File: src/design/coulomb_damper_friction_force_macros.svh
// Assertion macros for the friction damper top level.
`ifndef COULOMB_DAMPER_FRICTION_FORCE_MACROS_SVH
`define COULOMB_DAMPER_FRICTION_FORCE_MACROS_SVH

`ifndef SYNTHESIS
// Check a property on every clock edge outside reset.
`define CDFF_ASSERT(lbl, clk, rstn, prop) \
    lbl: assert property (@(posedge clk) disable iff (!rstn) prop) \
        else $error("cdff assertion failed");
// Check a property on every clock edge, reset included.
`define CDFF_ASSERT_ALWAYS(lbl, clk, prop) \
    lbl: assert property (@(posedge clk) prop) \
        else $error("cdff assertion failed");
`else
`define CDFF_ASSERT(lbl, clk, rstn, prop)
`define CDFF_ASSERT_ALWAYS(lbl, clk, prop)
`endif

`endif

File: src/design/cdff_pkg.sv
// Package with types, codes and constants of the friction damper.
`default_nettype none
package cdff_pkg;

    localparam int CDFF_QDEPTH    = 2;
    localparam int FRAC_BITS      = 16;
    localparam int DIV_BITS       = 47;
    localparam int CFG_IDX_W      = 3;
    localparam int CFG_DATA_W     = 32;

    typedef enum logic [1:0] {
        KIND_TRIAL         = 2'd0,
        KIND_COMMIT        = 2'd1,
        KIND_REVERT_COMMIT = 2'd2,
        KIND_REVERT_START  = 2'd3
    } t_kind;

    typedef enum logic [2:0] {
        REG_STIFFNESS      = 3'd0,
        REG_FRICTION_FORCE = 3'd1,
        REG_RATE_TOLERANCE = 3'd2,
        REG_DAMP_OUT_SLOPE = 3'd3,
        REG_DAMP_MODE      = 3'd4,
        REG_FLIP_LIMIT     = 3'd5
    } t_reg_idx;

    typedef enum logic [1:0] {
        MODE_NONE    = 2'd0,
        MODE_LINEAR  = 2'd1,
        MODE_SCALED  = 2'd2,
        MODE_VISCOUS = 2'd3
    } t_damp_mode;

    typedef enum logic [2:0] {
        BK_IDLE,
        BK_DIV,
        BK_MUL_A,
        BK_MUL_B,
        BK_TERM,
        BK_DONE
    } t_back_state;

    typedef struct packed {
        logic [1:0]         kind;
        logic signed [31:0] strain;
        logic signed [31:0] strain_rate;
    } t_in_req;

    typedef struct packed {
        logic signed [31:0] stress;
        logic signed [31:0] damp_tangent;
        logic [7:0]         flip_count;
    } t_out_res;

    typedef struct packed {
        logic signed [31:0] strain;
        logic signed [31:0] rate;
        logic [7:0]         count;
    } t_job;

    typedef struct packed {
        logic signed [31:0] stiffness;
        logic [30:0]        friction_force;
        logic [30:0]        tol;
        logic signed [31:0] damp_out_slope;
        logic [1:0]         damp_mode;
        logic [7:0]         flip_limit;
    } t_cfg;

    typedef struct packed {
        logic push;
        logic pop;
        logic full;
        logic empty;
    } t_q_status;

endpackage
`default_nettype wire

File: src/design/cdff_back.sv
// Back end: divides friction by tolerance, forms stress and tangent, holds the result.
`default_nettype none
module cdff_back
    import cdff_pkg::*;
(
    input  wire logic i_clk,
    input  wire logic i_rst_n,
    input  wire t_cfg i_cfg,
    input  wire logic i_q_empty,
    input  wire t_job i_job,
    output logic      o_pop,
    output logic      o_valid,
    input  wire logic i_stall,
    output t_out_res  o_res
);

    t_back_state r_state, n_state;

    t_job                  r_job;
    logic [DIV_BITS-1:0]   r_quo;
    logic [30:0]           r_rem;
    logic [5:0]            r_cnt;
    logic signed [63:0]    r_prod_a, r_prod_b, r_term;
    logic signed [31:0]    r_tan;
    t_out_res              r_out;
    logic                  r_out_valid;

    logic                  w_load, w_div, w_mul_a, w_mul_b, w_term, w_done_take;
    logic [31:0]           w_rem_sh;
    logic                  w_ge;
    logic [30:0]           w_slope;
    logic                  w_damp;
    logic [8:0]            w_k9;
    logic [5:0]            w_kc;
    logic [8:0]            w_sh9;
    logic [5:0]            w_sh;
    logic signed [32:0]    w_rate33, w_tol33;
    logic                  w_gt, w_lt;
    logic signed [31:0]    w_mul_x, w_mul_y;
    logic signed [63:0]    w_prod;
    logic signed [63:0]    n_term;
    logic signed [31:0]    n_tan;
    logic [30:0]           w_fsh;
    logic signed [63:0]    w_sum;
    logic signed [31:0]    w_stress;

    // Next state.
    always_comb begin
        n_state = r_state;
        unique case (r_state)
            BK_IDLE:  if (!i_q_empty) n_state = BK_DIV;
            BK_DIV:   if (r_cnt == 6'd0) n_state = BK_MUL_A;
            BK_MUL_A: n_state = BK_MUL_B;
            BK_MUL_B: n_state = BK_TERM;
            BK_TERM:  n_state = BK_DONE;
            BK_DONE:  if (!r_out_valid || !i_stall) n_state = BK_IDLE;
            default:  n_state = BK_IDLE;
        endcase
    end

    // Control outputs.
    always_comb begin
        w_load      = 1'b0;
        w_div       = 1'b0;
        w_mul_a     = 1'b0;
        w_mul_b     = 1'b0;
        w_term      = 1'b0;
        w_done_take = 1'b0;
        unique case (r_state)
            BK_IDLE:  w_load      = !i_q_empty;
            BK_DIV:   w_div       = 1'b1;
            BK_MUL_A: w_mul_a     = 1'b1;
            BK_MUL_B: w_mul_b     = 1'b1;
            BK_TERM:  w_term      = 1'b1;
            BK_DONE:  w_done_take = !r_out_valid || !i_stall;
            default: begin
            end
        endcase
    end

    assign o_pop = w_load;

    // One restoring division step per cycle.
    assign w_rem_sh = {r_rem, r_quo[DIV_BITS-1]};
    assign w_ge     = (w_rem_sh >= {1'b0, i_cfg.tol});
    assign w_slope  = (|r_quo[DIV_BITS-1:31]) ? 31'h7FFF_FFFF : r_quo[30:0];

    assign w_damp = (r_job.count > i_cfg.flip_limit);
    assign w_k9   = ({1'b0, r_job.count} + 9'd1) >> 1;
    assign w_kc   = (w_k9 > 9'd63) ? 6'd63 : w_k9[5:0];
    assign w_sh9  = w_k9 + 9'(FRAC_BITS);
    assign w_sh   = (w_sh9 > 9'd63) ? 6'd63 : w_sh9[5:0];

    assign w_rate33 = $signed({r_job.rate[31], r_job.rate});
    assign w_tol33  = $signed({2'b00, i_cfg.tol});
    assign w_gt     = (w_rate33 > w_tol33);
    assign w_lt     = (w_rate33 < -w_tol33);

    // Shared multiplier: stiffness*strain, then slope*rate (damp-out slope*rate in viscous damp-out).
    always_comb begin
        if (w_mul_a) begin
            w_mul_x = i_cfg.stiffness;
            w_mul_y = r_job.strain;
        end else begin
            w_mul_x = (w_damp && i_cfg.damp_mode == MODE_VISCOUS) ?
                      i_cfg.damp_out_slope : $signed({1'b0, w_slope});
            w_mul_y = r_job.rate;
        end
    end
    assign w_prod = w_mul_x * w_mul_y;

    assign w_fsh = i_cfg.friction_force >> w_kc;

    always_comb begin
        n_term = 64'sd0;
        n_tan  = 32'sd0;
        if (w_damp) begin
            unique case (t_damp_mode'(i_cfg.damp_mode))
                MODE_LINEAR: begin
                    n_term = r_prod_b >>> w_sh;
                    n_tan  = $signed({1'b0, w_slope >> w_kc});
                end
                MODE_SCALED: begin
                    if (w_gt) begin
                        n_term = $signed({33'd0, w_fsh});
                    end else if (w_lt) begin
                        n_term = -$signed({33'd0, w_fsh});
                    end
                end
                MODE_VISCOUS: begin
                    n_term = r_prod_b >>> FRAC_BITS;
                    n_tan  = i_cfg.damp_out_slope;
                end
                default: begin
                end
            endcase
        end else if (!w_gt && !w_lt && w_rate33 != w_tol33 && w_rate33 != -w_tol33) begin
            n_term = r_prod_b >>> FRAC_BITS;
            n_tan  = $signed({1'b0, w_slope});
        end else if (w_gt) begin
            n_term = $signed({33'd0, i_cfg.friction_force});
        end else if (w_lt) begin
            n_term = -$signed({33'd0, i_cfg.friction_force});
        end
    end

    assign w_sum = (r_prod_a >>> FRAC_BITS) + r_term;
    always_comb begin
        priority if (w_sum > 64'sd2147483647) begin
            w_stress = 32'sh7FFF_FFFF;
        end else if (w_sum < -64'sd2147483648) begin
            w_stress = 32'sh8000_0000;
        end else begin
            w_stress = w_sum[31:0];
        end
    end

    always_ff @(posedge i_clk) begin
        if (w_load) begin
            r_job <= i_job;
            r_quo <= {i_cfg.friction_force, {FRAC_BITS{1'b0}}};
            r_rem <= '0;
            r_cnt <= 6'(DIV_BITS - 1);
        end
        if (w_div) begin
            r_quo <= {r_quo[DIV_BITS-2:0], w_ge};
            r_rem <= w_ge ? 31'(w_rem_sh - {1'b0, i_cfg.tol}) : w_rem_sh[30:0];
            r_cnt <= r_cnt - 6'd1;
        end
        if (w_mul_a) begin
            r_prod_a <= w_prod;
        end
        if (w_mul_b) begin
            r_prod_b <= w_prod;
        end
        if (w_term) begin
            r_term <= n_term;
            r_tan  <= n_tan;
        end
        if (w_done_take) begin
            r_out.stress       <= w_stress;
            r_out.damp_tangent <= r_tan;
            r_out.flip_count   <= r_job.count;
        end
    end

    always_ff @(posedge i_clk) begin
        if (!i_rst_n) begin
            r_state     <= BK_IDLE;
            r_out_valid <= 1'b0;
        end else begin
            r_state <= n_state;
            if (w_done_take) begin
                r_out_valid <= 1'b1;
            end else if (!i_stall) begin
                r_out_valid <= 1'b0;
            end
        end
    end

    assign o_valid = r_out_valid;
    assign o_res   = r_out;

endmodule
`default_nettype wire

File: config.mk
export PLATFORM = sky130hd
export DESIGN_NAME = cdff_back
export DESIGN_NICKNAME = d
export VERILOG_FILES = /design/src/design/coulomb_damper_friction_force_macros.svh /design/src/design/cdff_pkg.sv /design/src/design/cdff_back.sv
export SDC_FILE = /design/constraint.sdc
export NUM_CORES = 2
export LEC_CHECK = 0
export ABC_AREA = 1
export ABC_CLOCK_PERIOD_IN_PS = 11600
export BUFFER_PORTS_ARGS = -buffer_cell sky130_fd_sc_hd__buf_2
export CORE_ASPECT_RATIO = 0.75
export CORE_MARGIN = 4
export CORE_UTILIZATION = 55
export CTS_CLUSTER_DIAMETER = 30
export DETAILED_ROUTE_END_ITERATION = 6
export GPL_TIMING_DRIVEN = 1
export PLACE_DENSITY = 0.75
export SLEW_MARGIN = 20
export SYNTH_ARGS = -nofsm -noshare
export SYNTH_HDL_FRONTEND = slang
export SYNTH_SLANG_ARGS = --single-unit
File: constraint.sdc
create_clock -name i_clk -period 11.6 [get_ports i_clk]
set_input_delay 1.74 -clock i_clk [delete_from_list [all_inputs] [get_ports i_clk]]
set_output_delay 1.74 -clock i_clk [all_outputs]
set_load 0.02 [all_outputs]
==> impl_metrics.env <==
export IMPL_cts_resized=0
export IMPL_skew_ps=80.3
export IMPL_final_cell_mix="nand2_1, inv_1, fa_1, nor2_1, nand3_1"
export IMPL_track_usage=0.401
export IMPL_violations="design-rule violations"
export IMPL_route_vias_total=66800
export IMPL_globalRouteOverflowTotal=0
export IMPL_syn_to_final_growth_pct=9.89
export IMPL_hold_viol=0
export IMPL_syn_avg_cell_area_um2=7.87
export IMPL_grt_pass1_vias=66800
export IMPL_crit_top_cell="fa_1"
export IMPL_rrSetupSlack_ps=750
export IMPL_coreArea_um2=127000
export IMPL_drt_iter0_drc=9364
export IMPL_routed_via_density=6.06
export IMPL_cp_slowest_cell="xor2_1"
export IMPL_period_share=0.935
export IMPL_clock_latency_ps=720
export IMPL_max_freq_mhz=92.2
export IMPL_cts_tree="yes"
export IMPL_syn_area_um2=71000
export IMPL_grt_first_pass_wirelength_um=410000
export IMPL_critPathLaunchType="flip-flop"
export IMPL_clkTransAtPathRegs_ps=60
export IMPL_synth_edf_count=436
export IMPL_async_reset_ff_frac=0
export IMPL_clock_root_buffer="clkbuf_16"
export IMPL_holdCritPathClass="reg2reg"
export IMPL_firstDrtPassIters=7
export IMPL_die_h_um=319
export IMPL_cp_top_family="adder cells"
export IMPL_port_buffers=285
export IMPL_critPathBufInv=10
export IMPL_cts_buffer_depth=3
export IMPL_ios=286
export IMPL_drc=1
export IMPL_ant_nets=0
export IMPL_std_cell_rows=113
export IMPL_final_common_cell="nand2_1"
export IMPL_nets=10900
export IMPL_required_ps=12170
export IMPL_outcome="finished, violations left"
export IMPL_max_cap_violations=0
export IMPL_setup_violations=0
export IMPL_nFillCells=11300
export IMPL_start_util=0.558
export IMPL_criticalPathCategory="reg2reg"
export IMPL_layout_drive_gt1_share=0.0835
export IMPL_tightest_slew_ps=1270
export IMPL_gp_congestion=1.09
export IMPL_place_hpwl_um=219000
export IMPL_syn_nets=10700
export IMPL_antenna_found_initial=12
export IMPL_fp_dieW_um=423
export IMPL_synth_top_area_frac=0.306
export IMPL_final_min_clock_period_ps=10850
export IMPL_cts_buffers=87
export IMPL_cts_sinks=440
export IMPL_fin_util=0.613
export IMPL_grt_max_degree=99
export IMPL_max_stage_delay_ps=660
export IMPL_synth_seq_area_share=0.185
export IMPL_wl_per_cell_um=24.7
export IMPL_hold_buffers=0
export IMPL_synth_area_top_cells="fa_1, edfxtp_1, nand2_1"
export IMPL_drv_slew=0
export IMPL_wirelength_um=272000
export IMPL_synth_top_cell_by_area="fa_1"
export IMPL_rsz0062_at_grt="false"
export IMPL_ys_seq_elements=440
export IMPL_endpoint_kind="flip-flop"
export IMPL_setup_tns_ps=0
export IMPL_synth_flop_cell="edfxtp_1"
export IMPL_die_area_um2=135000
export IMPL_post_cts_setup_buffer_count=0
export IMPL_critPathArrivalTime_ps=11420
export IMPL_worstPathMaxFanout=23
export IMPL_yosys_warnings=0
export IMPL_syn_inst=9022
export IMPL_yosysUniqueCellTypes=66
export IMPL_max_slew_margin_rel=0.156
export IMPL_htree_levels=3
[flip-flops by register name, indices dropped and copies added, names as in the netlist]
| signal | flops |
|---|---|
| o_res | 72 |
| r_job | 72 |
| r_prod_b | 64 |
| r_term | 64 |
| r_prod_a | 48 |
| r_quo | 47 |
| r_tan | 32 |
| r_rem | 31 |
| r_cnt | 6 |
| r_state | 3 |
| o_valid | 1 |
[per-stage QoR]
stage                     hold WS [ps]  worst slack [ps]  instance area (um^2)  instances
final                              387               751                 78100      11000
after global routing               408               456                 78100      11000
after CTS                          390              1130                 78000      11000
after detailed placement           405               381                 74900      10900
after global placement             404               327                 74900      10900
after floorplan                    400               343                 71000       9022
[worst register-to-register path: cells and delay by family, from the launching register on]
family                     cells  cell delay (ps)
AOI/OAI and AO/OA              8             1860
and+or+nand+nor                5             1250
adders and majority gates      9             4400
buffers and inverters         10             1960
xor gates and xnor gates       1              660
DFF                            1              580
[layout make-up]
cell class / count / area, um^2 / share of cell area
multi-input combinational: 6694 / 50900 / 0.652
sequential: 440 / 13200 / 0.169
inverter: 1511 / 5680 / 0.0727
timing repair buffer: 492 / 3060 / 0.0392
clock buffer: 91 / 2190 / 0.0281
tap: 1725 / 2160 / 0.0277
clock inverter: 73 / 933 / 0.0120
antenna: 2 / 5.00 / 0.0000641
[layer usage]
| metal | part of all wire | track usage | vias to the layer above |
|---|---|---|---|
| met5 | 0.00049 | 0.00382 | - |
| met4 | 0.046 | 0.150 | 12 |
| met3 | 0.16 | 0.163 | 739 |
| met2 | 0.41 | 0.567 | 4796 |
| met1 | 0.39 | 0.553 | 32300 |
| li1 | - | - | 29000 |
[logic make-up (layout without fill, tap and decap cells)]
kind of cell / after synthesis / count (layout) / synth area share
other: 0 / 2 / 0
AO/OA/AOI/OAI: 1052 / 1052 / 0.0846
adder cells (fa/ha/maj): 1443 / 1443 / 0.369
buffers and inverters: 1888 / 2167 / 0.103
multiplexers: 6 / 6 / 0.000846
flip-flops: 440 / 440 / 0.185
AND/OR/NAND/NOR: 3992 / 3992 / 0.233
XOR/XNOR: 201 / 201 / 0.0249
[worst paths after layout]
path	end	cells after the start	startpoint
max	r_prod_a[36]	33	r_quo[46]
min reg2reg	o_res[14]	0	r_tan[6]
max reg2reg	r_prod_a[36]	33	r_quo[46]
min	o_res[14]	0	r_tan[6]
[synth_stat cells, drive strengths merged (2+ instances only)]
cell,n
nor2,1008
o21ai,421
edfxtp,436
dfxtp,4
a21o,23
clkbuf,267
nor3b,3
nand4,73
ha,359
a22oi,16
a21oi,338
mux2i,6
o221ai,34
o31ai,4
a31o,2
a211oi,15
nand2,2028
o2111ai,2
and2,7
o21bai,17
a32oi,14
a31oi,64
o22ai,8
o211ai,45
clkinv,25
nand3,748
and3,4
buf,110
inv,1486
a221oi,3
nor3,58
or2,16
xor2,137
o21a,25
nor4,34
nand3b,11
fa,1084
xnor2,64
a21boi,16
Power is left out: the tool's default activity adds up to more than one toggle a clock period on the data nets, which glitch-free logic cannot reach.
