==> src/design/coulomb_damper_friction_force_macros.svh <==
// Assertion macros for the friction damper top level.
`ifndef COULOMB_DAMPER_FRICTION_FORCE_MACROS_SVH
`define COULOMB_DAMPER_FRICTION_FORCE_MACROS_SVH

`ifndef SYNTHESIS
// Check a property on every clock edge outside reset.
`define CDFF_ASSERT(lbl, clk, rstn, prop) \
    lbl: assert property (@(posedge clk) disable iff (!rstn) prop) \
        else $error("cdff assertion failed");
// Check a property on every clock edge, reset included.
`define CDFF_ASSERT_ALWAYS(lbl, clk, prop) \
    lbl: assert property (@(posedge clk) prop) \
        else $error("cdff assertion failed");
`else
`define CDFF_ASSERT(lbl, clk, rstn, prop)
`define CDFF_ASSERT_ALWAYS(lbl, clk, prop)
`endif

`endif

==> src/design/cdff_pkg.sv <==
// Package with types, codes and constants of the friction damper.
`default_nettype none
package cdff_pkg;

    localparam int CDFF_QDEPTH    = 2;
    localparam int FRAC_BITS      = 16;
    localparam int DIV_BITS       = 47;
    localparam int CFG_IDX_W      = 3;
    localparam int CFG_DATA_W     = 32;

    typedef enum logic [1:0] {
        KIND_TRIAL         = 2'd0,
        KIND_COMMIT        = 2'd1,
        KIND_REVERT_COMMIT = 2'd2,
        KIND_REVERT_START  = 2'd3
    } t_kind;

    typedef enum logic [2:0] {
        REG_STIFFNESS      = 3'd0,
        REG_FRICTION_FORCE = 3'd1,
        REG_RATE_TOLERANCE = 3'd2,
        REG_DAMP_OUT_SLOPE = 3'd3,
        REG_DAMP_MODE      = 3'd4,
        REG_FLIP_LIMIT     = 3'd5
    } t_reg_idx;

    typedef enum logic [1:0] {
        MODE_NONE    = 2'd0,
        MODE_LINEAR  = 2'd1,
        MODE_SCALED  = 2'd2,
        MODE_VISCOUS = 2'd3
    } t_damp_mode;

    typedef enum logic [2:0] {
        BK_IDLE,
        BK_DIV,
        BK_MUL_A,
        BK_MUL_B,
        BK_TERM,
        BK_DONE
    } t_back_state;

    typedef struct packed {
        logic [1:0]         kind;
        logic signed [31:0] strain;
        logic signed [31:0] strain_rate;
    } t_in_req;

    typedef struct packed {
        logic signed [31:0] stress;
        logic signed [31:0] damp_tangent;
        logic [7:0]         flip_count;
    } t_out_res;

    typedef struct packed {
        logic signed [31:0] strain;
        logic signed [31:0] rate;
        logic [7:0]         count;
    } t_job;

    typedef struct packed {
        logic signed [31:0] stiffness;
        logic [30:0]        friction_force;
        logic [30:0]        tol;
        logic signed [31:0] damp_out_slope;
        logic [1:0]         damp_mode;
        logic [7:0]         flip_limit;
    } t_cfg;

    typedef struct packed {
        logic push;
        logic pop;
        logic full;
        logic empty;
    } t_q_status;

endpackage
`default_nettype wire

==> src/design/cdff_front.sv <==
// Front end: accepts requests, updates trial and commit state, queues jobs.
`default_nettype none
module cdff_front
    import cdff_pkg::*;
(
    input  wire logic    i_clk,
    input  wire logic    i_rst_n,
    input  wire logic    i_valid,
    output logic         o_stall,
    input  wire t_in_req i_req,
    input  wire t_cfg    i_cfg,
    input  wire logic    i_q_full,
    output logic         o_push,
    output t_job         o_job
);

    logic signed [31:0] r_strain, n_strain;
    logic signed [31:0] r_rate, n_rate;
    logic signed [31:0] r_committed, n_committed;
    logic [7:0]         r_count, n_count;
    logic signed [32:0] w_tol, w_rate33, w_com33;
    logic               w_flip, w_accept;

    assign o_stall  = i_q_full;
    assign w_accept = i_valid && !i_q_full;
    assign w_tol    = $signed({2'b00, i_cfg.tol});
    assign w_rate33 = $signed({i_req.strain_rate[31], i_req.strain_rate});
    assign w_com33  = $signed({r_committed[31], r_committed});
    assign w_flip   = (w_com33 > 33'sd0 && w_rate33 < -w_tol) ||
                      (w_com33 < 33'sd0 && w_rate33 > w_tol);

    always_comb begin
        n_strain    = r_strain;
        n_rate      = r_rate;
        n_committed = r_committed;
        n_count     = r_count;
        unique case (t_kind'(i_req.kind))
            KIND_TRIAL: begin
                n_strain = i_req.strain;
                n_rate   = i_req.strain_rate;
                if (w_flip && r_count != 8'hFF) begin
                    n_count = r_count + 8'd1;
                end
            end
            KIND_COMMIT: begin
                n_committed = r_rate;
                n_count     = 8'd0;
            end
            KIND_REVERT_COMMIT: begin
                n_rate  = r_committed;
                n_count = 8'd0;
            end
            KIND_REVERT_START: begin
                n_strain    = 32'sd0;
                n_rate      = 32'sd0;
                n_committed = 32'sd0;
                n_count     = 8'd0;
            end
            default: begin
            end
        endcase
    end

    always_ff @(posedge i_clk) begin
        if (!i_rst_n) begin
            r_strain    <= 32'sd0;
            r_rate      <= 32'sd0;
            r_committed <= 32'sd0;
            r_count     <= 8'd0;
        end else if (w_accept) begin
            r_strain    <= n_strain;
            r_rate      <= n_rate;
            r_committed <= n_committed;
            r_count     <= n_count;
        end
    end

    assign o_push       = w_accept;
    assign o_job.strain = n_strain;
    assign o_job.rate   = n_rate;
    assign o_job.count  = n_count;

endmodule
`default_nettype wire

==> config.mk <==
export PLATFORM = sky130hd
export DESIGN_NAME = cdff_front
export DESIGN_NICKNAME = d
export VERILOG_FILES = /design/src/design/coulomb_damper_friction_force_macros.svh /design/src/design/cdff_pkg.sv /design/src/design/cdff_front.sv
export SDC_FILE = /design/constraint.sdc
export NUM_CORES = 1
export LEC_CHECK = 0
export BUFFER_PORTS_ARGS = -buffer_cell sky130_fd_sc_hd__buf_2
export CELL_PAD_IN_SITES_DETAIL_PLACEMENT = 0
export CELL_PAD_IN_SITES_GLOBAL_PLACEMENT = 1
export CORE_MARGIN = 2
export CORE_UTILIZATION = 37
export CTS_CLUSTER_SIZE = 28
export DETAILED_ROUTE_END_ITERATION = 10
export MAX_ROUTING_LAYER = met4
export PLACE_DENSITY = 0.88
export SYNTH_ARGS = -nofsm -noshare
export SYNTH_HDL_FRONTEND = slang
export SYNTH_SLANG_ARGS = --single-unit
export TNS_END_PERCENT = 30
==> constraint.sdc <==
create_clock -name i_clk -period 13.6 [get_ports i_clk]
set_clock_uncertainty 0.15 [all_clocks]
set_input_delay 1.36 -clock i_clk [delete_from_list [all_inputs] [get_ports i_clk]]
set_output_delay 1.36 -clock i_clk [all_outputs]
set_load 0.01 [all_outputs]
==> results by group, run 1 <==
Synth
  – #FFs+latches synth: 104
  – Number of synthesized flops with an enable pin: 0
  – Yosys top cell by area: dfxtp_1
  – Synth area leaders: dfxtp_1 (29%), ha_1 (13%), nand2_1 (11%), a21oi_1 (8.8%), a22o_1 (4.0%)
  – Synth Area in Compound Gates: 0.239
  – Post-synthesis sequential area ratio: 0.294
  – Post-synthesis mux area share: 0
  – Cells after Synth: 964
  – Top-count cell post-synth: nand2_1
  – Adder-Cell Fraction of Synth Area: 0.125
  – Post-synth net total: 1241
  – Prevailing post-synth register cell: dfxtp_1
  – Synth Area per Inst: 7.34 um^2
  – Most frequent cells after synthesis: nand2_1 (208), a21oi_1 (125), dfxtp_1 (104)
  – Yosys cell types: 49
  – Async S/R FF share, synth: 0
  – Post-synth top area share: 0.294
  – Synth Cell Area: 7080 um^2
  – Largest family of logic cells by synthesized area: simple AND/OR/NAND/NOR gates
  – Simple logic cell fraction of the synthesized area: 0.250
  – Post-synthesis xor/xnor area fraction: 0.0334
  – Ys Warns: 0

Global route
  – GR Overflow Total: 0
  – Largest net degree at the start of global routing: 75
  – Vias in the first global route: 6537
  – GRT Total Usage: 0.205
  – First-pass GRT wire length: 33000 um
  – Initial antenna violation count: 0

STA
  – Achievable Freq: 127 MHz
  – Worst Tran Pin Value: 1070 ps
  – Fin crit period: 7840 ps
  – Worst slew margin: 0.285
  – Final Slew Violations: 0
  – Setup TNS: 0 ps
  – Setup ws final: 5760 ps
  – RSZ-0062 raised after global routing: false
  – Endpoints failing setup: 0
  – Hold Fails Final Rpt: 0
  – Final Cycle Share: 0.577

CTS
  – Total CTS buffers: 9
  – Post-CTS Resized: 0
  – Clock slew at reported path FFs: 60 ps
  – Clock sink total: 104
  – H-tree depth: 3
  – Clock Tree Buf Depth: 2
  – Hold_buf cts: 0
  – Post-CTS Setup Inserts: 0
  – Root Buffer: clkbuf_16
  – CTS tree: done
  – Clk Latency, worst-skew pair: 350 ps

Setup path
  – CP Class: primary input to primary output
  – WP buf/inv: 2
  – CP dominant cell by count: nor4_1
  – Max incr delay on CP: 610 ps
  – Worst setup EP type: primary output
  – Critical Path AT: 6330 ps
  – Worst R2R Start: r_committed[3]$_SDFFE_PN0P_
  – RR Endpoint: r_count[3]$_SDFFE_PN0P_
  – R2R cell count: 7
  – CP top delay family: simple AND/OR/NAND/NOR gates
  – Worst R2R Setup Slack: 11080 ps
  – Worst path cell trace: buf_2 -> nor4_1 -> nand2_1 -> nor2_1 -> nand3_1 -> nor4_1 -> nand3_1 -> nor3_1 -> xnor2_1 -> ha_1 -> nand4_1 -> nor4_1 -> and2_1 -> nor4_1 -> a311oi_2 -> a22o_1 -> nand2_1 -> o311a_1 -> buf_2
  – Crit path max fanout: 10
  – CP max stage cell: nor4_1
  – CP startpoint kind: primary input
  – Worst EP required: 12090 ps

Die
  – Io pins: 280
  – Die Y: 142 um
  – Core area: 18800 um^2
  – Die Wd: 142 um
  – Row cnt: 50
  – DIE AREA: 20300 um^2
  – Starting density of the core: 0.377

Power
  – Leak: 3.47 nW
  – Power density over the cells: 84.7 nW/um^2
  – Maximum VDD drop: 0.0456 mV

Placed design
  – GPL Wtd Cong: 0.821
  – Pre-CTS setup slack: 5680 ps
  – Port bufs: 174
  – DPL Wire Length: 14600 um

Status
  – Status: completed

Cells and area
  – Synth-to-Final Area Change: 18.3%
  – Final Util: 0.446
  – FF+latch area: 2080 um^2
  – ANT cells: 0
  – Fill cells: 1968
  – Multi-input combinational cell area: 4610 um^2
  – Total Nets Final: 1370
  – Share of layout cells above drive strength 1: 0.190

Worst hold path
  – Hold Crit Start: r_strain[18]$_SDFFE_PN0P_
  – Worst hold path endpoint: r_strain[18]$_SDFFE_PN0P_
  – Min-Delay Path Class: flip-flop to flip-flop
  – Hold path depth: 2

Drt
  – Total wire length: 20600 um
  – DR WL/cell: 15.5 um
  – DR vias/cell: 5.42
  – Drt pass-1 iters: 6
  – Post-route DRC: 0
  – Routed via count: 7216
  – Iteration-0 DRC Markers: 425
  – Final ANT Viol Nets: 0

Run
  – Max-cap violation count: 0
state kept, by name, summed over array words and instances (netlist names):
signal	cells
r_rate	32
r_strain	32
r_committed	32
r_count	8
kinds of logic (layout without fill, tap and decap cells):
| kind of cell | Yosys count | after routing |
|---|---|---|
| DFF | 104 | 104 |
| AOI/OAI and AO/OA | 274 | 274 |
| buffers and inverters | 105 | 238 |
| and+or+nand+nor | 383 | 383 |
| xor gates and xnor gates | 27 | 27 |
| adders and majority gates | 71 | 71 |
final cells by class:
class,instances,area share
clock inverters,5,0.00762
flip-flops and latches,104,0.248
repair buffers,183,0.112
multi-input cells,755,0.551
well taps,234,0.0349
inverters,40,0.0179
clock buffers,10,0.0285
routing by layer:
layer,track usage,share of wire
met1,0.278,0.48
met2,0.329,0.47
met3,0.0262,0.049
met4,0.0438,0.0081
met5,-,0
worst min-delay path: stages, from the launching register on:
cell,delay (ps)
dfxtp_1,310
nand2_1,50
a21oi_1,50
placed cells by master (no fill, tap or decap), types with 2 or more instances in the layout:
| master | count |
|---|---|
| and4_1 | 3 |
| o21a_1 | 2 |
| nand4b_1 | 3 |
| nand3_1 | 16 |
| nand2_1 | 208 |
| and3_1 | 6 |
| nor2_1 | 52 |
| a211o_1 | 2 |
| buf_2 | 174 |
| nand2b_1 | 2 |
| clkbuf_16 | 9 |
| nor3_1 | 14 |
| ha_2 | 2 |
| a211oi_1 | 2 |
| inv_2 | 2 |
| a22oi_1 | 32 |
| a41o_1 | 2 |
| ha_1 | 69 |
| a31oi_1 | 8 |
| nor4_1 | 20 |
| a22o_1 | 32 |
| nor3b_1 | 32 |
| o211ai_1 | 8 |
| inv_6 | 2 |
| a221oi_1 | 2 |
| xnor2_1 | 26 |
| a21oi_1 | 125 |
| inv_1 | 38 |
| or3_1 | 4 |
| o21ai_0 | 47 |
| nand4_1 | 14 |
| dfxtp_1 | 104 |
| or4_1 | 4 |
| buf_4 | 9 |
worst max path at each step:
stage,from,endpoint,slack [ps],depth (start not counted)
3_3_place_gp,i_cfg[46],o_job[6],5780,19
4_1_cts,i_cfg[46],o_job[6],5670,19
6_report,i_cfg[46],o_job[6],5760,19
5_1_grt,i_cfg[46],o_job[4],5140,19
2_1_floorplan,i_cfg[46],o_job[4],6870,18
3_5_place_dp,i_cfg[46],o_job[6],5680,19
stage by stage:
| step | power [mW] | cell area [um^2] | hold WS (ps) | std cells |
|---|---|---|---|---|
| after floorplan | 0.397 | 7080 | 287 | 964 |
| after global placement | 0.448 | 8080 | 292 | 1316 |
| after detailed placement | 0.450 | 8080 | 297 | 1316 |
| after CTS | 0.717 | 8380 | 306 | 1331 |
| after global routing | 0.745 | 8380 | 321 | 1331 |
| final | 0.710 | 8380 | 305 | 1331 |
report_power, final:
part	switching, mW	total [mW]	internal [mW]
clock	0.119	0.268	0.149
sequential	0.00179	0.309	0.307
combinational	0.0841	0.133	0.0488
(Power assumes the default switching activity.)
==> run 2: changes to the inputs <==
- CORE_UTILIZATION: 37 -> 31
- PLACE_DENSITY: 0.88 -> 0.78
- clock period: 13.6 -> 7 ns (I/O delays scaled with it)
==> run 2 against run 1 <==
Critical path depth rose by 1. Sequential cell count unchanged. Setup slack lost 5000 ps. Register-to-register slack lost 6600 ps. Sequential share of layout area down 0.28 points. Highest routed layer unchanged.
==> results by group, run 2 (same netlist as run 1, synthesis figures left out) <==
Die
  – Die Y: 155 um (+9.0%)
  – Row cnt: 55 (+10%)
  – Core area: 22500 um^2 (+20%)
  – Starting density of the core: 0.315 (-0.0626)
  – DIE AREA: 24100 um^2 (+19%)
  – Die Wd: 155 um (+9.0%)
  – Io pins: 280 (unchanged)

CTS
  – Total CTS buffers: 9 (unchanged)
  – Clock slew at reported path FFs: 70 ps (about the same)
  – Post-CTS Resized: 0 (unchanged)
  – Post-CTS Setup Inserts: 0 (unchanged)
  – Clock Tree Buf Depth: 2 (unchanged)
  – Clock sink total: 104 (unchanged)
  – Clk Latency, worst-skew pair: 360 ps (about the same)
  – Root Buffer: clkbuf_16
  – H-tree depth: 3 (unchanged)
  – CTS tree: done
  – Hold_buf cts: 0 (unchanged)

STA
  – Setup TNS: 0 ps (unchanged)
  – Fin crit period: 6210 ps
  – Final Cycle Share: 0.887
  – RSZ-0062 raised after global routing: false
  – Setup ws final: 791 ps (-4960 ps)
  – Worst Tran Pin Value: 1070 ps (-0.884 ps)
  – Worst slew margin: 0.285 (+0.000589)
  – Achievable Freq: 161 MHz
  – Hold Fails Final Rpt: 0 (unchanged)
  – Endpoints failing setup: 0 (unchanged)
  – Worst hold margin: 305 ps (+0.625 ps)
  – Final Slew Violations: 0 (unchanged)

Global route
  – Initial antenna violation count: 0 (unchanged)
  – Vias in the first global route: 6551 (+0.21%)
  – GR Overflow Total: 0 (unchanged)
  – First-pass GRT wire length: 34400 um (+4.3%)
  – Largest net degree at the start of global routing: 65 (-13%)
  – GRT Total Usage: 0.182 (-0.0231)

Setup path
  – Worst setup EP type: primary output
  – Worst EP required: 6150 ps (-5940 ps)
  – Crit path max fanout: 20 (+10)
  – Critical Path AT: 5360 ps (-970 ps)
  – CP startpoint kind: primary input
  – CP Class: primary input to primary output

Drt
  – Drt pass-1 iters: 5 (-1)
  – Post-route DRC: 0 (unchanged)
  – Final ANT Viol Nets: 0 (unchanged)
  – DR WL/cell: 15.6 um (+0.79%)
  – DR vias/cell: 5.19 (-4.2%)
  – Routed via count: 7190 (-0.36%)
  – Total wire length: 21600 um (+4.9%)
  – Iteration-0 DRC Markers: 437 (+2.8%)

Cells and area
  – ANT cells: 0 (unchanged)
  – Total Nets Final: 1373 (+0.22%)
  – Commonest non-fill, non-tap cell in the layout: nand2_1
  – Share of layout cells above drive strength 1: 0.191 (+0.00130)
  – Fill cells: 2395 (+22%)
  – Largest registers: r_committed: 32 flops, r_rate: 32 flops, r_strain: 32 flops
  – Commonest cells after routing, fill and taps aside: nand2_1 (208), buf_2 (174), a21oi_1 (125), dfxtp_1 (104), ha_1 (69)
  – Synth-to-Final Area Change: 19.7%

Placed design
  – DPL Wire Length: 15600 um (+6.3%)
  – Pre-CTS setup slack: 781 ps (-4900 ps)
  – GPL Wtd Cong: 0.877 (+6.8%)
  – Port bufs: 174 (unchanged)

Worst hold path
  – Min-Delay Path Class: flip-flop to flip-flop

Run
  – Max-cap violation count: 0 (unchanged)

Power
  – Maximum VDD drop: 0.105 mV (+130%)
  – Power density over the cells: 166 nW/um^2 (+96%)
  – Leak: 3.49 nW (+0.54%)

Status
  – Status: completed
==> run 2: per-stage QoR <==
step	instances	cell area [um^2]	util	power [mW]
floorplan	964	7080	-	0.770
global placement	1370	8160	0.363	0.876
detailed placement	1370	8160	0.363	0.877
CTS	1385	8470	0.377	1.42
global route	1385	8470	0.377	1.47
finish	1385	8470	0.377	1.41
==> run 2: worst max-delay path, stage by stage <==
cell,delay (ps)
buf_2,120
nor4_1,440
nand2_1,230
nor2_1,240
nand3_1,130
nor4_1,230
buf_4,190
nand3_1,150
nor3_1,230
xnor2_1,90
ha_1,290
nand4_1,130
nor4_1,410
and2_1,210
o41a_1,160
a311oi_2,60
a22oi_2,720
o21ai_0,170
a21oi_1,260
buf_2,180
==> run 2: final timing paths <==
check        slack [ps]                        start                         to  depth (start not counted)
max reg2reg        4510  r_committed[3]$_SDFFE_PN0P_    r_count[3]$_SDFFE_PN0P_                          7
min reg2reg         310    r_strain[13]$_SDFFE_PN0P_  r_strain[13]$_SDFFE_PN0P_                          2
max                 790                    i_cfg[46]                   o_job[1]                         20
min                 310    r_strain[13]$_SDFFE_PN0P_  r_strain[13]$_SDFFE_PN0P_                          2
==> run 2: where the power goes <==
| group | switching (mW) | internal [mW] | leakage, nW |
|---|---|---|---|
| Clock | 0.233 | 0.313 | 0.149 |
| Combinational | 0.166 | 0.0947 | 2.51 |
| Sequential | 0.00349 | 0.597 | 0.839 |
| Total | 0.402 | 1.00 | 3.49 |
==> run 2: final cells by class <==
class	count	area, um^2	area share
multi-input cells	755	4610	0.544
flip-flops and latches	104	2080	0.246
repair buffers	186	961	0.113
well taps	285	357	0.0421
clock buffers	10	229	0.0270
inverters	40	150	0.0177
clock inverters	5	81.3	0.00960
==> run 2: layer usage <==
metal | routed length [um] | vias to the layer above | global-route usage
met1 | 10700 | 3289 | 0.251
met2 | 9660 | 191 | 0.279
met3 | 908 | 16 | 0.0212
met4 | 301 | 0 | 0.0538
met5 | 0 | - | -
li1 | - | 3694 | -
