==> src/design/coulomb_damper_friction_force_macros.svh <==
// Assertion macros for the friction damper top level.
`ifndef COULOMB_DAMPER_FRICTION_FORCE_MACROS_SVH
`define COULOMB_DAMPER_FRICTION_FORCE_MACROS_SVH

`ifndef SYNTHESIS
// Check a property on every clock edge outside reset.
`define CDFF_ASSERT(lbl, clk, rstn, prop) \
    lbl: assert property (@(posedge clk) disable iff (!rstn) prop) \
        else $error("cdff assertion failed");
// Check a property on every clock edge, reset included.
`define CDFF_ASSERT_ALWAYS(lbl, clk, prop) \
    lbl: assert property (@(posedge clk) prop) \
        else $error("cdff assertion failed");
`else
`define CDFF_ASSERT(lbl, clk, rstn, prop)
`define CDFF_ASSERT_ALWAYS(lbl, clk, prop)
`endif

`endif

==> src/design/cdff_pkg.sv <==
// Package with types, codes and constants of the friction damper.
`default_nettype none
package cdff_pkg;

    localparam int CDFF_QDEPTH    = 2;
    localparam int FRAC_BITS      = 16;
    localparam int DIV_BITS       = 47;
    localparam int CFG_IDX_W      = 3;
    localparam int CFG_DATA_W     = 32;

    typedef enum logic [1:0] {
        KIND_TRIAL         = 2'd0,
        KIND_COMMIT        = 2'd1,
        KIND_REVERT_COMMIT = 2'd2,
        KIND_REVERT_START  = 2'd3
    } t_kind;

    typedef enum logic [2:0] {
        REG_STIFFNESS      = 3'd0,
        REG_FRICTION_FORCE = 3'd1,
        REG_RATE_TOLERANCE = 3'd2,
        REG_DAMP_OUT_SLOPE = 3'd3,
        REG_DAMP_MODE      = 3'd4,
        REG_FLIP_LIMIT     = 3'd5
    } t_reg_idx;

    typedef enum logic [1:0] {
        MODE_NONE    = 2'd0,
        MODE_LINEAR  = 2'd1,
        MODE_SCALED  = 2'd2,
        MODE_VISCOUS = 2'd3
    } t_damp_mode;

    typedef enum logic [2:0] {
        BK_IDLE,
        BK_DIV,
        BK_MUL_A,
        BK_MUL_B,
        BK_TERM,
        BK_DONE
    } t_back_state;

    typedef struct packed {
        logic [1:0]         kind;
        logic signed [31:0] strain;
        logic signed [31:0] strain_rate;
    } t_in_req;

    typedef struct packed {
        logic signed [31:0] stress;
        logic signed [31:0] damp_tangent;
        logic [7:0]         flip_count;
    } t_out_res;

    typedef struct packed {
        logic signed [31:0] strain;
        logic signed [31:0] rate;
        logic [7:0]         count;
    } t_job;

    typedef struct packed {
        logic signed [31:0] stiffness;
        logic [30:0]        friction_force;
        logic [30:0]        tol;
        logic signed [31:0] damp_out_slope;
        logic [1:0]         damp_mode;
        logic [7:0]         flip_limit;
    } t_cfg;

    typedef struct packed {
        logic push;
        logic pop;
        logic full;
        logic empty;
    } t_q_status;

endpackage
`default_nettype wire

==> src/design/cdff_queue.sv <==
// Short job queue between the front end and the back end.
`default_nettype none
module cdff_queue
    import cdff_pkg::*;
#(
    parameter int DEPTH = CDFF_QDEPTH
) (
    input  wire logic i_clk,
    input  wire logic i_rst_n,
    input  wire logic i_push,
    input  wire t_job i_job,
    input  wire logic i_pop,
    output t_job      o_job,
    output logic      o_full,
    output logic      o_empty
);

    localparam int PW = (DEPTH > 1) ? $clog2(DEPTH) : 1;
    localparam int CW = $clog2(DEPTH + 1);

    t_job          r_mem [DEPTH];
    logic [PW-1:0] r_wr, r_rd;
    logic [CW-1:0] r_cnt;
    logic          w_push, w_pop;

    assign o_full  = (r_cnt == CW'(DEPTH));
    assign o_empty = (r_cnt == '0);
    assign w_push  = i_push && !o_full;
    assign w_pop   = i_pop && !o_empty;
    assign o_job   = r_mem[r_rd];

    always_ff @(posedge i_clk) begin
        if (w_push) begin
            r_mem[r_wr] <= i_job;
        end
    end

    always_ff @(posedge i_clk) begin
        if (!i_rst_n) begin
            r_wr  <= '0;
            r_rd  <= '0;
            r_cnt <= '0;
        end else begin
            if (w_push) begin
                r_wr <= (r_wr == PW'(DEPTH - 1)) ? '0 : r_wr + 1'b1;
            end
            if (w_pop) begin
                r_rd <= (r_rd == PW'(DEPTH - 1)) ? '0 : r_rd + 1'b1;
            end
            priority if (w_push && !w_pop) begin
                r_cnt <= r_cnt + 1'b1;
            end else if (w_pop && !w_push) begin
                r_cnt <= r_cnt - 1'b1;
            end
        end
    end

endmodule
`default_nettype wire

==> config.mk <==
export PLATFORM = sky130hd
export DESIGN_NAME = cdff_queue
export DESIGN_NICKNAME = d
export VERILOG_FILES = /design/src/design/coulomb_damper_friction_force_macros.svh /design/src/design/cdff_pkg.sv /design/src/design/cdff_queue.sv
export SDC_FILE = /design/constraint.sdc
export NUM_CORES = 1
export LEC_CHECK = 0
export BUFFER_PORTS_ARGS = -buffer_cell sky130_fd_sc_hd__buf_2
export CORE_AREA = 10 10 128 130
export DETAILED_ROUTE_END_ITERATION = 16
export DIE_AREA = 0 0 138 140
export PLACE_DENSITY = 0.72
export SYNTH_ARGS = -nofsm -noshare
export SYNTH_HDL_FRONTEND = slang
export SYNTH_SLANG_ARGS = --single-unit
==> constraint.sdc <==
create_clock -name i_clk -period 4.45 [get_ports i_clk]
set_clock_uncertainty 0.1 [all_clocks]
set_input_delay 0.6675 -clock i_clk [delete_from_list [all_inputs] [get_ports i_clk]]
set_output_delay 0.6675 -clock i_clk [all_outputs]
set_load 0.01 [all_outputs]
==> results of run 1 <==
logic make-up after synthesis:
group / after synthesis
buffers and inverters: 10
flip-flops: 149
AND/OR/NAND/NOR: 9
AO/OA/AOI/OAI: 5
XOR/XNOR: 3
multiplexers: 72
adder cells (fa/ha/maj): 1
synth_stat cells, drive strengths merged (2+ instances only):
| library cell | n |
|---|---|
| inv | 2 |
| mux2 | 72 |
| xnor2 | 2 |
| buf | 8 |
| edfxtp | 144 |
| nor2 | 2 |
| dfxtp | 5 |
| and2 | 3 |
| a21boi | 2 |
| o21ai | 2 |
critical path, stage by stage (launching register included):
cell                      delay [ns]
sky130_fd_sc_hd__dfxtp_4        0.99
sky130_fd_sc_hd__mux2_2         0.44
sky130_fd_sc_hd__buf_2          0.15
per-stage QoR:
stage | hold WS, ns | utilization (%) | cells | cell area [um2] | total power (W)
2_1_floorplan | 0.383 | - | 249 | 5450 | 0.00247
3_3_place_gp | 0.397 | 46.2 | 572 | 6370 | 0.00279
3_5_place_dp | 0.455 | 46.2 | 572 | 6370 | 0.00281
4_1_cts | 0.319 | 50.9 | 604 | 7010 | 0.00435
5_1_grt | 0.322 | 50.9 | 604 | 7010 | 0.00448
6_report | 0.342 | 50.9 | 604 | 7010 | 0.00427
area by class of cell:
type | count | area share [%]
Sequential cell | 149 | 63.2
Multi-Input combinational cell | 90 | 13.5
Timing Repair Buffer | 151 | 10.9
Clock buffer | 19 | 6.18
Tap cell | 180 | 3.21
Clock inverter | 13 | 2.95
Inverter | 2 | 0.107
power by group:
group | total [W] | internal, W | switching, W
registers | 0.00190 | 0.00177 | 0.000135
clock network | 0.00152 | 0.000993 | 0.000523
logic | 0.000850 | 0.000425 | 0.000425
total | 0.00427 | 0.00319 | 0.00108
registers in the layout, summed over array words and instances (netlist names), named ones only:
register	flops
r_mem	144
r_wr	1
r_rd	1
r_cnt	2
metal layers:
| layer | GRT usage, % | vias to the layer above |
|---|---|---|
| met2 | 19.0 | 105 |
| met3 | 5.31 | 25 |
| met1 | 11.7 | 1376 |
| li1 | - | 1309 |
| met4 | 5.44 | 4 |
| met5 | 0 | - |
worst max path at each step:
| stage | start | endpoint | cells past startpoint |
|---|---|---|---|
| final | flop | o_job[65] | 2 |
| after global routing | flop | o_job[65] | 2 |
| after CTS | flop | o_job[65] | 2 |
| after detailed placement | flop | o_job[65] | 2 |
| after global placement | flop | o_job[65] | 2 |
| after floorplan | i_push | r_mem[0][0]$_DFFE_PP_ | 2 |
==> impl_summary.md, run 1 <==
Critical path
Data arrives at the worst endpoint at 1.99 ns. The nature of the critical path startpoint is a flop. The element type at the critical path end is an output pin. In this run the worst path has a maximum fanout of 72. Measured in cells, the most critical reg-to-reg path has a length of 2. The required time reported for the critical path endpoint is 3.68 ns. The endpoint of the most critical register-to-register path is r_mem[1][31]$_DFFE_PP_.

The setup check on the worst reg-to-reg path leaves a slack of 2.44 ns. The beginning of the worst register-to-register path is r_cnt[0]$_SDFFE_PN0P_. The path type of the worst setup path is reg -> out.

Global routing
Entering global routing, the biggest net connects 73 pins. Global routing used around 11% of the available tracks across all layers. The overflow left after global routing is 0. The via count of the first global-routing pass was 3277. The first global-routing pass estimated about 17000 um of wire. The number of antenna violations at the first check in global routing is 2.

Synthesis
The netlist area before placement is 5450 um2. In this run, synthesis produced a sequential element count of 149. The fraction of the mapped netlist area in compound gates is 0.597%.

Counting flops with an async set or reset pin after synthesis yields a share of 0%. The Yosys warning count is 0. The number of enable-type register cells in the synthesized netlist is 144. After Yosys synthesis, full adders, half adders and majority gates account for less than 1% of the synthesized area. Synthesis handed over a netlist of 249 instances. The number of nets handed over by synthesis was 326. The largest area contributor in the netlist is sky130_fd_sc_hd__edfxtp_1. Multiplexer cells account for 14.9% of the synthesized area. The number of distinct library cells after synthesis is 22. After synthesis, flip-flops and latches occupy 81.1% of the total area. The area fraction in and, or, nand and nor cells after synthesis is 1.01%.

Among all flip-flop cells after synthesis, the most frequent one is sky130_fd_sc_hd__edfxtp_1. The top-area cell type share of the netlist area is between 70 and 80%. By area, the combinational part of the netlist is dominated by multiplexers.

Ranked by total cell area, the synthesized netlist is headed by sky130_fd_sc_hd__edfxtp_1 79%, sky130_fd_sc_hd__mux2_2 13%, sky130_fd_sc_hd__dfxtp_1 1.8%. The xor/xnor share of the synthesized area is 0.482%. The post-synthesis average cell area is 21.9 um2.

Detailed routing
In the routed design, unresolved DRC markers number 0. The number of optimization iterations in the first detailed-route pass is 4. Summed over all nets, wire length on met2 after detailed routing comes to 5530 um. The number of vias per cell after detailed routing is 4.67. The detailed router put a total of 4080 um of wire on met1. The initial detailed-routing violation count is 111.

Summing over every cut layer, the via total after detailed routing is 2819. The routed wire length on met3 is about 860 um. The highest metal layer with signal wires is met5.

The detail route stage leaves a number of antenna-violating nets equal to 0. The final layout contains routed wiring with a total length of between 10000 and 15000 um. The detailed-route wire length per cell is 17.8 um.

Pwr
The static leakage is 2.62 nW. Power spread over the standard cell area amounts to between 600 and 700 nW/um2. IR analysis of the VDD net gives a maximum drop of 0.284 mV.

Final layout
After the last flow step, the layout net total stands at 488. In the final layout, flip-flops and latches occupy 4430 um2. The area of the multi-input gates is 948 um2. In the final layout, the share of cells above drive strength 1 is 59.0%. The area growth from synthesis to layout is 28.5%. The most common cell after layout, fill and taps aside is sky130_fd_sc_hd__buf_2. In the layout the commonest cells are 149 x sky130_fd_sc_hd__buf_2, 144 x sky130_fd_sc_hd__edfxtp_1, 65 x sky130_fd_sc_hd__mux2_2. Counting the fill cells in the layout gives 1181. The diode insertion count for antenna repair is 0.

Timing
The summed negative setup slack over all endpoints is 0 ns. Setup violations remaining at the end of the flow were counted as 0. Setup repair after global routing left no endpoint under its margin. The worst path setup slack after routing is 1.69 ns. The number of hold-slack violations in the final timing report came to 0. The achievable clock frequency is 0.363 GHz.

For the pin with the worst max-slew slack, the measured transition is around 1.0 ns. The number of pins with negative max-slew slack in the final report is 0. The post-route clock period utilization is slightly above 60%. The relative slew slack is between 30% and 40%. The clock period could shrink to 2.76 ns.

Clocking
The number of instances resized during post-cts repair is 0. The clock passes through at most 2 buffers. In this run, post-CTS hold repair placed 0 buffers. CTS saw 149 sinks.

TritonCTS built the clock tree. The clock-pin slew of the registers on the worst-case setup and hold paths is 0.06 ns. The number of H-tree branching levels is 4. The number of buffers created by CTS is 17. After clock tree synthesis, the setup repair step added 0 buffers. The tree is rooted in a sky130_fd_sc_hd__clkbuf_16.

For the worst-skew pair, the clock arrives at the later sink with an insertion delay of 0.41 ns.

Min path
The beginning of the worst hold path is i_job[24]. Along the worst hold path, the cell count comes to 1. The path with the worst hold slack has its endpoint at r_mem[1][24]$_DFFE_PP_. The worst hold path belongs to the class in -> reg.

Die
The placement row count is between 40 and 50. During I/O placement, the number of pins put on the boundary was 150. The die is 138 um wide. In this run the vertical extent of the chip is 140 um.

The initial standard-cell utilization of the core is 39.6%. The floorplan step defined a die boundary enclosing 19300 um2. The total core area is 13800 um2.

Placed design
The half-perimeter wire length of the detailed placement result is 7260 um. The count of buffers added on input and output ports is about 150. The weighted congestion reported at the end of routability-driven placement is about 0.73. The setup slack after placement is 2.06 ns.

Status
The flow ran to the end, and the final reports show no timing, DRC or antenna violations.

Run
The tool flagged a number of max-cap violations equal to 0.
No activity file was read; power rests on OpenSTA's default activity.
==> inputs of run 2 (changes only) <==
ABC_AREA = 1   (was unset)
CORE_AREA = 10 10 132 134   (was 10 10 128 130)
DIE_AREA = 0 0 142 144   (was 0 0 138 140)
PLACE_DENSITY = 0.74   (was 0.72)
clock period = 2.5 ns   (was 4.45 ns; I/O delays follow)
==> run 2 against run 1 <==
Routed wire length is 3.8% higher. Via count is 0.53% higher. Clock power grew 61%. Critical path depth grew 1. Largest cell class unchanged.
==> impl_summary.md, run 2 <==
Status
The flow ran to the end, and the final reports show no timing, DRC or antenna violations.

Detailed routing
The detailed-route wire length per cell is 17.7 um. The number of vias per cell after detailed routing is 4.50. The number of optimization iterations in the first detailed-route pass is 4. After detailed routing, the number of remaining DRC violations is 0.

The first routing iteration left 84 violations. The routed wire length is approximately 11000 um. The count of nets left with antenna violations once routing finished came out at 0.

The routed layout has 2834 vias.

Critical path
Along the worst path, the maximum fanout reaches 28. Traced cell by cell, the critical path runs through buf_4 -> mux2_2 -> buf_2. The path type of the worst setup path is reg -> out.

The critical-path cell with the highest stage delay is sky130_fd_sc_hd__buf_4. On the worst path, the slowest cell contributes a delay of 0.45 ns. The worst setup path is launched from a flop.

The element type at the critical path end is an output pin. The data arrival at the endpoint of the critical path is ~1.8 ns. The required time reported for the critical path endpoint is 2.03 ns.

Clocking
The number of H-tree branching levels is 4. Clock-pin slew was measured on the worst setup and hold paths at 0.06 ns. The number of instances resized during post-cts repair is 0. The number of setup buffers added after CTS is 0.

In this run, CTS created clock tree buffers numbering 17. The TritonCTS clock tree is built. Buffers inserted to repair hold after CTS numbered 0. The maximum number of buffers from clock root to sink is 2. The root buffer selected by CTS is sky130_fd_sc_hd__clkbuf_16.

Clock latency on the worst-skew pair, taken at its later pin, is 0.41 ns. The CTS sink count is between 100 and 150.

Pwr
The logic gate share of total power is 24.2%. The static leakage is 2.90 nW. The worst IR drop on VDD is 0.561 mV. Of the total power, the share spent switching nets is ~26%. The power density relative to cell area is 1030 nW/um2. Cell internal power was estimated by the tool at 0.00561 W. Overall power consumption after layout is estimated at 0.00753 W. The net switching power is 0.00192 W.

The part of the total power dissipated in sequential elements is 43.3%. The share of total power dissipated in the clock network is 32.5%.

Timing
Setup repair after global routing left no endpoint under its margin. The number of hold-slack violations in the final timing report is 0. Setup violations remaining at the end of the flow were counted as 0. The worst slack on hold paths is 0.0430 ns. The relative slew slack is 64.7%. The number of pins with negative max-slew slack in the final report is 0. The clock period minus worst slack is about 2.2 ns. Dividing the final minimum period by the clock period gives between 80 and 90%. The worst-margin pin slew is approximately 0.53 ns. For this run, the top clock speed supported by timing is roughly 0.45 GHz.

Global routing
The number of antenna violations at the first check in global routing is 1. The global-route usage over all layers is 11.0%. The via count of the first global-routing pass is 3159.

The overflow left after global routing is 0. The first global-routing pass estimated roughly 17000 um of wire. The pin count of the biggest net entering global routing is 57.

Synthesis
The Yosys step of the flow raised 0 warnings. Ranked by instance count, the synthesized netlist is headed by 144 x sky130_fd_sc_hd__edfxtp_1, 70 x sky130_fd_sc_hd__mux2_4, 11 x sky130_fd_sc_hd__nor2_1. In this run the cell area of the synthesized design comes to 5790 um2. Counting distinct cell types in the post-synthesis netlist gives 15. The number of enable-type register cells in the synthesized netlist is roughly 140.

The total of flip-flops plus latches after synthesis is between 100 and 150. The cell with the most instances after synthesis is sky130_fd_sc_hd__edfxtp_1. The most common flop cell mapped by yosys is sky130_fd_sc_hd__edfxtp_1. The largest area contributor in the netlist is sky130_fd_sc_hd__edfxtp_1. The post-synthesis average cell area is between 20 and 25 um2. The top-area cell type share of the netlist area is about three quarters. The share of flip-flops with an asynchronous set or reset is 0%. After synthesis, the cell types taking the most area are sky130_fd_sc_hd__edfxtp_1 75%, sky130_fd_sc_hd__mux2_4 18%, sky130_fd_sc_hd__buf_12 2.4%. The total nets after synthesis is 339. Sequential cells were found to cover 76.4% of the synthesized design area. The cell count after synthesis came out at 262.

Final layout
The layout has 1276 filler cells. Leaving out fill and tap cells, the most frequent cells in the layout are 149 x sky130_fd_sc_hd__buf_2, 144 x sky130_fd_sc_hd__edfxtp_1, 70 x sky130_fd_sc_hd__mux2_4. The final standard cell area without fillers is 7310 um2. Cells with a size suffix above 1 make up 58.6% of the layout. The number of flip-flops under the largest register name is approximately 140.

Relative to the synthesized area, the layout overhead comes to 26.2%. The register with the most flip-flops is r_mem. The area used by sequential logic in the layout is approximately 4400 um2. Summing all multi-input logic gate instances after layout gives 1200 um2. Leaving out fill and tap cells, the most frequent cell in the layout is sky130_fd_sc_hd__buf_2. In the final layout, the registers with the most flip-flops are r_mem: 144 flops, r_cnt: 2 flops. The net total in the final layout is 505.

Die
The total core area is approximately 15000 um2. The top-level port count is 150. After floorplanning, the core was divided into 45 placement rows.

In this run the horizontal extent of the chip is about 140 um. The overall die height is 144 um. The die covers 20400 um2.

The initial utilization of the core area, before any placement, comes to 39.0%.

Placed design
After detailed placement, the total cell area comes to 6740 um2. The weighted congestion reported at the end of routability-driven placement is 0.684. The number of port buffers is 149.

The half-perimeter wire length of the detailed placement result is ~7900 um.

Run
The tool flagged a number of max-cap violations equal to 0.

Min path
The path type of the worst min-delay path is in -> reg.
-- run 2: through the flow --
stage / std cells / worst slack [ns] / setup TNS, ns / util, %
after floorplan: 262 / -0.382 / -54.96 / -
after global placement: 597 / 0.703 / 0 / 45.3
after detailed placement: 597 / 0.673 / 0 / 45.3
after CTS: 628 / 0.217 / 0 / 49.2
after global routing: 628 / 0.178 / 0 / 49.2
final: 630 / 0.255 / 0 / 49.2
-- run 2: cells by family (layout without fill, tap and decap cells) --
| group | Yosys count | count (layout) | synth area share, % |
|---|---|---|---|
| flip-flops | 149 | 149 | 76.4 |
| multiplexers | 72 | 72 | 18.5 |
| AND/OR/NAND/NOR | 19 | 19 | 1.30 |
| buffers and inverters | 17 | 195 | 3.20 |
| AO/OA/AOI/OAI | 4 | 4 | 0.410 |
| adder cells (fa/ha/maj) | 1 | 1 | 0.216 |
| other | 0 | 2 | 0 |
-- run 2: routing by layer --
layer | vias to the layer above | GRT usage, % | share of wire (%)
li1 | 1347 | - | -
met1 | 1379 | 10.8 | 37
met2 | 96 | 18.7 | 52
met3 | 12 | 6.23 | 9.6
met4 | 0 | 4.68 | 1.3
met5 | - | 0 | 0
-- run 2: path summary, 6_finish.rpt --
check                                            from                endpoint  slack, ns  cells after the start
worst min-delay path                        i_job[49]  r_mem[1][49]$_DFFE_PP_       0.04                      1
worst max-delay path                             flop               o_job[49]       0.26                      3
worst max register to register  r_cnt[1]$_SDFFE_PN0P_   r_cnt[1]$_SDFFE_PN0P_       0.76                      9
worst min register to register      r_rd$_SDFFE_PN0P_                    flop       0.41                      2
-- run 2: power groups by stage --
| stage | Clock (W) | Combinational (W) | Sequential (W) |
|---|---|---|---|
| after floorplan | 0 | 0.00132 | 0.00330 |
| after global placement | 0 | 0.00184 | 0.00329 |
| after detailed placement | 0 | 0.00187 | 0.00331 |
| after CTS | 0.00252 | 0.00188 | 0.00326 |
| after global routing | 0.00263 | 0.00198 | 0.00329 |
| final | 0.00245 | 0.00182 | 0.00326 |
-- run 2: area by class of cell --
class	count	area share, %
multi-input cells	96	16.4
repair buffers	155	11.5
inverters	9	0.462
clock inverters	12	1.88
well taps	188	3.22
clock buffers	19	5.92
flip-flops and latches	149	60.5
diodes	2	0.0684
-- run 2: critical path, delay by kind of cell, from the launching register on --
family | cells | cell delay [ns]
buffers and inverters | 2 | 0.59
multiplexers | 1 | 0.40
flip-flops | 1 | 0.35
